===== config.mk =====
export PLATFORM = sky130hd
export DESIGN_NAME = dns_query_name_extractor_flat
export DESIGN_NICKNAME = d
export VERILOG_FILES = /design/src/dqn_pkg.sv /design/src/dqn_req_if.sv /design/src/dqn_rsp_if.sv /design/src/dqn_step.sv /design/src/dqn_rsp_fifo.sv /design/src/dns_query_name_extractor.sv /design/src/flat_wrapper.sv
export SDC_FILE = /design/constraint.sdc
export NUM_CORES = 1
export LEC_CHECK = 0
export BUFFER_PORTS_ARGS = -buffer_cell sky130_fd_sc_hd__buf_2
export CORE_AREA = 2 2 115 117
export CTS_CLUSTER_SIZE = 20
export DETAILED_ROUTE_END_ITERATION = 7
export DIE_AREA = 0 0 117 119
export GPL_TIMING_DRIVEN = 0
export PLACE_DENSITY = 0.64
export SLEW_MARGIN = 20
export SYNTH_ARGS = -nofsm -noshare
export SYNTH_HDL_FRONTEND = slang
export SYNTH_SLANG_ARGS = --single-unit

===== constraint.sdc =====
create_clock -name clock -period 9.5 [get_ports clock]
set_clock_uncertainty 0.05 [all_clocks]
set_input_delay 0 -clock clock [delete_from_list [all_inputs] [get_ports clock]]
set_output_delay 0 -clock clock [all_outputs]
set_load 0.05 [all_outputs]

===== src/dqn_pkg.sv =====
package dqn_pkg;

   localparam int BYTE_W      = 8;
   localparam int PORT_W      = 16;
   localparam int KIND_W      = 3;
   localparam int NAME_CNT_W  = 8;

   localparam int NAME_LIMIT_DEFAULT = 255;
   localparam logic [PORT_W-1:0] DNS_PORT_RESET = 16'd53;

   // Result queue; must be a power of two and hold at least two beats.
   localparam int RSP_DEPTH = 4;

   typedef enum logic [KIND_W-1:0] {
      KIND_CHAR     = 3'd0,
      KIND_COMPLETE = 3'd1,
      KIND_NOT_DNS  = 3'd2,
      KIND_TRUNC    = 3'd3,
      KIND_OVERFLOW = 3'd4
   } kind_type;

   typedef struct packed {
      kind_type          kind;
      logic [BYTE_W-1:0] name_char;
      logic              verdict_last;
   } rsp_item_type;

   // Up to two result beats produced by one frame byte.
   typedef struct packed {
      logic [1:0]   count;
      rsp_item_type item0;
      rsp_item_type item1;
   } rsp_pair_type;

endpackage


===== src/dqn_req_if.sv =====
interface dqn_req_if;
   logic                      valid;
   logic                      ready;
   logic [dqn_pkg::BYTE_W-1:0] frame_byte;
   logic                      frame_last;

   modport source (output valid, output frame_byte, output frame_last, input ready);
   modport sink   (input valid, input frame_byte, input frame_last, output ready);
endinterface


===== src/dqn_rsp_if.sv =====
interface dqn_rsp_if;
   logic                      valid;
   logic                      ready;
   logic [dqn_pkg::KIND_W-1:0] kind;
   logic [dqn_pkg::BYTE_W-1:0] name_char;
   logic                      verdict_last;

   modport source (output valid, output kind, output name_char, output verdict_last,
                   input ready);
   modport sink   (input valid, input kind, input name_char, input verdict_last,
                   output ready);
endinterface


===== src/dqn_step.sv =====
module dqn_step #(
   parameter int NAME_LIMIT = dqn_pkg::NAME_LIMIT_DEFAULT
) (
   input  logic                          clock,
   input  logic                          reset,
   input  logic                          accept,
   input  logic [dqn_pkg::BYTE_W-1:0]    frame_byte,
   input  logic                          frame_last,
   input  logic [dqn_pkg::PORT_W-1:0]    dns_port,
   output dqn_pkg::rsp_pair_type         results
);
   import dqn_pkg::*;

   localparam logic [15:0] ETH_LEN   = 16'd14;
   localparam logic [15:0] PROTO_POS = 16'd23;
   localparam logic [15:0] PORT_OFS  = 16'd2;
   localparam logic [15:0] NAME_OFS  = 16'd20;
   localparam logic [BYTE_W-1:0] PROTO_UDP = 8'd17;
   localparam logic [BYTE_W-1:0] DOT_CHAR  = 8'h2E;
   localparam logic [NAME_CNT_W-1:0] LIMIT = NAME_CNT_W'(NAME_LIMIT);

   typedef enum logic [1:0] {
      PH_HEADER,
      PH_LEN,
      PH_LABEL,
      PH_DONE
   } phase_type;

   phase_type             phase_ff, phase_in;
   logic [15:0]           pos_ff, pos_in;
   logic [6:0]            udp_start_ff, udp_start_in;
   logic [BYTE_W-1:0]     port_high_ff, port_high_in;
   logic [BYTE_W-1:0]     label_left_ff, label_left_in;
   logic [NAME_CNT_W-1:0] name_count_ff, name_count_in;
   logic                  first_label_ff, first_label_in;

   logic         main_valid;
   rsp_item_type main_item;
   logic         trunc_valid;
   rsp_item_type trunc_item;
   logic [15:0]  us_pos;

   always_comb begin
      us_pos         = {9'd0, udp_start_ff};
      phase_in       = phase_ff;
      udp_start_in   = udp_start_ff;
      port_high_in   = port_high_ff;
      label_left_in  = label_left_ff;
      name_count_in  = name_count_ff;
      first_label_in = first_label_ff;
      main_valid     = 1'b0;
      main_item      = '{kind: KIND_CHAR, name_char: '0, verdict_last: 1'b0};
      trunc_item     = '{kind: KIND_TRUNC, name_char: '0, verdict_last: 1'b1};

      unique case (phase_ff)
         PH_HEADER: begin
            priority if (pos_ff == ETH_LEN) begin
               if (frame_byte[3:0] < 4'd5) begin
                  main_valid     = 1'b1;
                  main_item.kind = KIND_NOT_DNS;
               end else begin
                  udp_start_in = 7'd14 + {1'b0, frame_byte[3:0], 2'b00};
               end
            end else if (pos_ff == PROTO_POS) begin
               if (frame_byte != PROTO_UDP) begin
                  main_valid     = 1'b1;
                  main_item.kind = KIND_NOT_DNS;
               end
            end else if (pos_ff > PROTO_POS) begin
               priority if (pos_ff == us_pos + PORT_OFS) begin
                  port_high_in = frame_byte;
               end else if (pos_ff == us_pos + PORT_OFS + 16'd1) begin
                  if ({port_high_ff, frame_byte} != dns_port) begin
                     main_valid     = 1'b1;
                     main_item.kind = KIND_NOT_DNS;
                  end
               end else if (pos_ff == us_pos + NAME_OFS - 16'd1) begin
                  phase_in = PH_LEN;
               end else begin
                  phase_in = PH_HEADER;
               end
            end else begin
               phase_in = PH_HEADER;
            end
         end
         PH_LEN: begin
            if (frame_byte == '0) begin
               main_valid     = 1'b1;
               main_item.kind = KIND_COMPLETE;
            end else if (!first_label_ff && (name_count_ff >= LIMIT)) begin
               main_valid     = 1'b1;
               main_item.kind = KIND_OVERFLOW;
            end else begin
               if (!first_label_ff) begin
                  main_valid          = 1'b1;
                  main_item.name_char = DOT_CHAR;
                  name_count_in       = name_count_ff + NAME_CNT_W'(1);
               end
               first_label_in = 1'b0;
               label_left_in  = frame_byte;
               phase_in       = PH_LABEL;
            end
         end
         PH_LABEL: begin
            main_valid = 1'b1;
            if (name_count_ff >= LIMIT) begin
               main_item.kind = KIND_OVERFLOW;
            end else begin
               main_item.name_char = frame_byte;
               name_count_in       = name_count_ff + NAME_CNT_W'(1);
               label_left_in       = label_left_ff - 8'd1;
               if (label_left_ff == 8'd1) begin
                  phase_in = PH_LEN;
               end
            end
         end
         default: begin
            phase_in = PH_DONE;
         end
      endcase

      // Any verdict ends the frame's run of results.
      if (main_valid && (main_item.kind != KIND_CHAR)) begin
         main_item.verdict_last = 1'b1;
         phase_in               = PH_DONE;
      end

      pos_in = (pos_ff != 16'hFFFF) ? pos_ff + 16'd1 : pos_ff;

      trunc_valid = frame_last && (phase_in != PH_DONE);
      if (frame_last) begin
         pos_in         = '0;
         udp_start_in   = '0;
         phase_in       = PH_HEADER;
         port_high_in   = '0;
         label_left_in  = '0;
         name_count_in  = '0;
         first_label_in = 1'b1;
      end

      results.item0 = main_valid ? main_item : trunc_item;
      results.item1 = trunc_item;
      results.count = accept ? ({1'b0, main_valid} + {1'b0, trunc_valid}) : 2'd0;
   end

   always_ff @(posedge clock) begin
      if (reset) begin
         phase_ff       <= PH_HEADER;
         pos_ff         <= '0;
         udp_start_ff   <= '0;
         port_high_ff   <= '0;
         label_left_ff  <= '0;
         name_count_ff  <= '0;
         first_label_ff <= 1'b1;
      end else if (accept) begin
         phase_ff       <= phase_in;
         pos_ff         <= pos_in;
         udp_start_ff   <= udp_start_in;
         port_high_ff   <= port_high_in;
         label_left_ff  <= label_left_in;
         name_count_ff  <= name_count_in;
         first_label_ff <= first_label_in;
      end
   end

endmodule


===== src/dqn_rsp_fifo.sv =====
module dqn_rsp_fifo (
   input  logic                  clock,
   input  logic                  reset,
   input  dqn_pkg::rsp_pair_type push,
   input  logic                  pop,
   output dqn_pkg::rsp_item_type head,
   output logic                  head_valid,
   output logic                  has_room
);
   import dqn_pkg::*;

   localparam int PTR_W = $clog2(RSP_DEPTH);
   localparam int CNT_W = $clog2(RSP_DEPTH + 1);

   rsp_item_type      mem_ff [RSP_DEPTH];
   logic [PTR_W-1:0]  wr_ptr_ff, rd_ptr_ff;
   logic [CNT_W-1:0]  count_ff, count_in;
   logic [PTR_W-1:0]  wr_next;

   assign wr_next    = wr_ptr_ff + PTR_W'(1);
   assign head       = mem_ff[rd_ptr_ff];
   assign head_valid = (count_ff != '0);
   // Room for a two-beat burst from one byte.
   assign has_room   = (count_ff <= CNT_W'(RSP_DEPTH - 2));
   assign count_in   = count_ff + CNT_W'(push.count) - CNT_W'(pop && head_valid);

   always_ff @(posedge clock) begin
      if (push.count != 2'd0) begin
         mem_ff[wr_ptr_ff] <= push.item0;
      end
      if (push.count == 2'd2) begin
         mem_ff[wr_next] <= push.item1;
      end
   end

   always_ff @(posedge clock) begin
      if (reset) begin
         wr_ptr_ff <= '0;
         rd_ptr_ff <= '0;
         count_ff  <= '0;
      end else begin
         wr_ptr_ff <= wr_ptr_ff + PTR_W'(push.count);
         if (pop && head_valid) begin
            rd_ptr_ff <= rd_ptr_ff + PTR_W'(1);
         end
         count_ff <= count_in;
      end
   end

endmodule


===== src/dns_query_name_extractor.sv =====
// Channel  | Dir | Beat
// ---------+-----+--------------------------------------------------------
// req_chan | in  | frame_byte, frame_last: one frame byte, Ethernet first
// rsp_chan | out | kind, name_char, verdict_last: name char or verdict
// csr_*    | in  | csr_wr_en, csr_wr_data: write of dns_port
//
// One frame byte is taken per cycle while the queue has room; its state update finishes in that same cycle.
// Each byte yields zero, one or two result beats, written into a four-beat queue.
// req_chan.ready is high while the queue has room for two beats, so a stalled
// result side holds off the request side after three or four beats pile up.
// Results reach rsp_chan through the registered result queue, behind any beats already waiting in it.
// Reset (synchronous, active high) clears per-frame state, empties the queue
// and sets dns_port to 53.
module dns_query_name_extractor #(
   parameter int NAME_LIMIT = dqn_pkg::NAME_LIMIT_DEFAULT
) (
   input  logic                       clock,
   input  logic                       reset,
   dqn_req_if.sink                    req_chan,
   dqn_rsp_if.source                  rsp_chan,
   input  logic                       csr_wr_en,
   input  logic [dqn_pkg::PORT_W-1:0] csr_wr_data
);
   import dqn_pkg::*;

   logic [PORT_W-1:0] dns_port_ff;
   logic              req_accept;
   logic              queue_room;
   rsp_pair_type      step_results;
   rsp_item_type      head_item;
   logic              head_valid;

   // Hold the DNS port; software is to write it only between frames, which the block itself does not enforce.
   always_ff @(posedge clock) begin
      if (reset) begin
         dns_port_ff <= DNS_PORT_RESET;
      end else if (csr_wr_en) begin
         dns_port_ff <= csr_wr_data;
      end
   end

   // Advance on every byte beat while the queue can absorb a worst-case burst.
   assign req_chan.ready = queue_room;
   assign req_accept     = req_chan.valid && queue_room;

   dqn_step #(
      .NAME_LIMIT (NAME_LIMIT)
   ) u_step (
      .clock      (clock),
      .reset      (reset),
      .accept     (req_accept),
      .frame_byte (req_chan.frame_byte),
      .frame_last (req_chan.frame_last),
      .dns_port   (dns_port_ff),
      .results    (step_results)
   );

   // Queue result beats so a stall on rsp_chan never drops one.
   dqn_rsp_fifo u_rsp_fifo (
      .clock      (clock),
      .reset      (reset),
      .push       (step_results),
      .pop        (rsp_chan.ready),
      .head       (head_item),
      .head_valid (head_valid),
      .has_room   (queue_room)
   );

   assign rsp_chan.valid        = head_valid;
   assign rsp_chan.kind         = head_item.kind;
   assign rsp_chan.name_char    = head_item.name_char;
   assign rsp_chan.verdict_last = head_item.verdict_last;

endmodule


===== src/flat_wrapper.sv =====
// flat-port wrapper written by rule: the top's interface ports become plain ports
module dns_query_name_extractor_flat import dqn_pkg::*;
#(
   parameter int NAME_LIMIT = dqn_pkg::NAME_LIMIT_DEFAULT
)
  (clock, reset, csr_wr_en, csr_wr_data, req_chan_valid, req_chan_frame_byte, req_chan_frame_last, req_chan_ready, rsp_chan_valid, rsp_chan_kind, rsp_chan_name_char, rsp_chan_verdict_last, rsp_chan_ready);
  dqn_req_if req_chan_i ();
  dqn_rsp_if rsp_chan_i ();
  input  logic clock;
  input  logic reset;
  input  logic csr_wr_en;
  input  logic [dqn_pkg::PORT_W-1:0] csr_wr_data;
  input wire logic [$bits(req_chan_i.valid)-1:0] req_chan_valid;
  input wire logic [$bits(req_chan_i.frame_byte)-1:0] req_chan_frame_byte;
  input wire logic [$bits(req_chan_i.frame_last)-1:0] req_chan_frame_last;
  output wire logic [$bits(req_chan_i.ready)-1:0] req_chan_ready;
  output wire logic [$bits(rsp_chan_i.valid)-1:0] rsp_chan_valid;
  output wire logic [$bits(rsp_chan_i.kind)-1:0] rsp_chan_kind;
  output wire logic [$bits(rsp_chan_i.name_char)-1:0] rsp_chan_name_char;
  output wire logic [$bits(rsp_chan_i.verdict_last)-1:0] rsp_chan_verdict_last;
  input wire logic [$bits(rsp_chan_i.ready)-1:0] rsp_chan_ready;
  assign req_chan_i.valid = req_chan_valid;
  assign req_chan_i.frame_byte = req_chan_frame_byte;
  assign req_chan_i.frame_last = req_chan_frame_last;
  assign req_chan_ready = req_chan_i.ready;
  assign rsp_chan_valid = rsp_chan_i.valid;
  assign rsp_chan_kind = rsp_chan_i.kind;
  assign rsp_chan_name_char = rsp_chan_i.name_char;
  assign rsp_chan_verdict_last = rsp_chan_i.verdict_last;
  assign rsp_chan_i.ready = rsp_chan_ready;
  dns_query_name_extractor #(.NAME_LIMIT(NAME_LIMIT)) u_core (.clock(clock), .reset(reset), .req_chan(req_chan_i), .rsp_chan(rsp_chan_i), .csr_wr_en(csr_wr_en), .csr_wr_data(csr_wr_data));
endmodule

==> impl_metrics.yaml <==
status:
  status: "finished, final reports clean"
cts:
  ctsResizeCount: 0
  path_clk_slew_ns: 0.06
  cts.sinks: 122
  insertion_delay_ns: 0.42
  hold_buffers: 25
  cts_setup_buffers: 0
  cts_tree: "built"
  htreeDepth: 4
  clockRootBuffer: "clkbuf_16"
  numCtsBuffers: 17
  cts_max_path_buffers: 2
synth:
  synth_top_area_frac: 0.387
  synthesis.area_um2: 6320
  synth_enable_flop_cells: 0
  synthTopCellsByArea: "dfxtp_1, nor2_1, a21oi_1"
  syn_inst: 750
  synth_seq_cells: 122
  async_flop_share: 0
  avgSynthCellArea_um2: 8.42
  synth_cell_types: 71
  yosysWarnings: 0
  yosysTopAreaCell: "dfxtp_1"
  synth_common_cells: "dfxtp_1, nor2_1, nand2_1"
  syn-num-nets: 798
  seq_area_frac_synth: 0.387
  synthFlopType: "dfxtp_1"
  synth_most_common_cell: "dfxtp_1"
sta:
  setup_violations: 0
  worst_pin_slew_ns: 0.947
  fin_setup_tns_ns: 0
  setup_slack_ns: 5.01
  rsz0062_at_grt: "false"
  finalMaxSlewViolations: 0
  slew_headroom: 0.369
  finalCritPeriodShare: 0.472
  hold_viol_final: 0
  fin_crit_ns: 4.49
  timing.fmax_ghz: 0.223
setup_path:
  start_kind: "flop"
  critical_path_class: "reg -> reg"
  crit_path_end_kind: "flop"
  reg2reg_to: "u_core.u_rsp_fifo.mem_ff[0][4]$_SDFFE_PP0P_"
  reg2reg_slack_ns: 5.01
  crit_fanout: 10
  arrival_ns: 4.78
  reg2regPathDepth: 14
  cp.required_ns: 9.79
  crit_path_end: "u_core.u_rsp_fifo.mem_ff[0][4]$_SDFFE_PP0P_"
  cp-startpoint: "u_core.u_step.pos_ff[15]$_SDFFE_PP0P_"
  r2r-start: "u_core.u_step.pos_ff[15]$_SDFFE_PP0P_"
hold_path:
  hold_depth: 4
  hold_path_class: "in -> reg"
grt:
  grt_start_max_net_pins: 17
  antenna_found_initial: 0
  track_usage: 0.252
  grt_pass1_vias: 5586
  grt_pass1_wl_mm: 27.2
  grt_overflow: 0
die:
  initial_core_util: 0.491
  fp.dieH_um: 119
  die-width_um: 117
  rows: 42
  ios: 44
  core_area_um2: 12900
  die_area_um2: 13900
placed_design:
  placed_area_um2: 6740
  placedCellCount: 966
  numPortBuffers: 40
  dp_hpwl_mm: 12.0
  place_ws_ns: 5.14
  place.gp.congestion: 0.896
final_layout:
  drive_above_1_share: 0.126
  final_cell_area_um2: 7560
  diodes: 0
  final_util: 0.588
  nNetsFinal: 882
  fillers: 1187
  area_delta_synth_final_pct: 19.7
  fin_cells: 1023
detailed_routing:
  route.detailed.drc: 0
  vias: 5693
  wire_per_inst_um: 16.2
  routed_wl_mm: 16.6
  via_per_inst: 5.57
  drt_iter0_markers: 349
  ant_nets: 0
  dr.pass1.iters: 5
power:
  peakVddDrop_uv: 150
  p_leak_nw: 2.85
  powerDensity_nw_per_um2: 193
job:
  drv_cap: 0
## how the worst min path moves through the flow
stage	from	endpoint	slack, ns
3_5_place_dp	csr_wr_data[5]	u_core.dns_port_ff[5]$_SDFFE_PP1P_	0.16
6_report	rsp_chan_ready	flop	0.02
2_1_floorplan	csr_wr_data[0]	u_core.dns_port_ff[0]$_SDFFE_PP1P_	0.07
3_3_place_gp	csr_wr_data[4]	u_core.dns_port_ff[4]$_SDFFE_PP1P_	0.16
4_1_cts	rsp_chan_ready	flop	0.03
5_1_grt	rsp_chan_ready	u_core.u_rsp_fifo.rd_ptr_ff[0]$_SDFFE_PP0P_	0.07
## where the power goes
| part | internal [mW] | switching (mW) |
|---|---|---|
| clock | 0.392 | 0.235 |
| sequential | 0.547 | 0.0268 |
| combinational | 0.101 | 0.159 |
## metrics by stage
stage / total power, mW / hold WS [ns]
global route: 1.52 / 0.0687
detailed placement: 0.836 / 0.163
global placement: 0.826 / 0.159
finish: 1.46 / 0.0209
floorplan: 0.768 / 0.0724
CTS: 1.47 / 0.0330
## worst max-delay path, cell delays in order (launching register included)
cell	delay (ns)
dfxtp_1	0.33
nor4_1	0.73
nand4_1	0.28
and3_1	0.27
nor4b_2	0.17
o31a_1	0.38
a211oi_2	0.21
o21a_1	0.17
ha_1	0.31
o21ai_1	0.34
or3_1	0.16
clkbuf_1	0.26
clkbuf_1	0.47
nand2_1	0.10
a21oi_1	0.16
## cells by family (layout without fill, tap and decap cells)
logic type / Yosys count / count (layout) / share of synthesized area
AOI/OAI and AO/OA: 145 / 145 / 0.150
xor gates and xnor gates: 50 / 50 / 0.0717
adders and majority gates: 18 / 18 / 0.0368
buffers and inverters: 67 / 164 / 0.0434
DFF: 122 / 122 / 0.387
muxes: 28 / 28 / 0.0683
and+or+nand+nor: 320 / 320 / 0.244
## per-layer routing
metal | global-route usage | vias up | routed length (um)
met5 | 0 | - | 0
met4 | 0.0993 | 0 | 352
met3 | 0.0555 | 30 | 871
met2 | 0.396 | 153 | 7850
met1 | 0.335 | 2694 | 7530
li1 | - | 2816 | -
## cells in the final DEF (no fill, tap or decap), types with 7 or more instances in the layout
cell type	instances
mux2i_1	15
clkbuf_1	38
mux4_2	12
a21oi_1	72
nor3_1	21
a22oi_1	8
dfxtp_1	122
dlygate4sd3_1	25
clkbuf_16	17
o211ai_1	7
buf_2	46
xnor2_1	29
xor2_1	20
nand3_1	21
inv_1	20
nor4_1	11
a31oi_1	7
nand4_1	14
nand2_1	85
or3_1	12
ha_1	17
nor2_1	105
nor2b_1	10
and3_1	7
## state kept, by name (all words and copies together) (netlist names), 2 cells and up, named ones only
name                         cells
u_core.u_step.pos_ff            16
u_core.u_step.label_left_ff      8
u_core.u_step.udp_start_ff       6
u_core.u_rsp_fifo.rd_ptr_ff      2
u_core.dns_port_ff              16
u_core.u_rsp_fifo.mem_ff        48
u_core.u_step.port_high_ff       8
u_core.u_step.phase_ff           2
u_core.u_step.name_count_ff      8
u_core.u_rsp_fifo.count_ff       3
u_core.u_rsp_fifo.wr_ptr_ff      2
## final cells by class
type / instances / area, um2 / share of cell area
multi-input combinational: 561 / 3610 / 0.477
sequential: 122 / 2440 / 0.323
clock buffer: 21 / 450 / 0.0595
timing repair buffer: 65 / 450 / 0.0595
tap: 176 / 220 / 0.0291
buffer: 46 / 195 / 0.0258
clock inverter: 11 / 121 / 0.0160
inverter: 21 / 78.8 / 0.0104
Power figures use the tool's default switching activity.
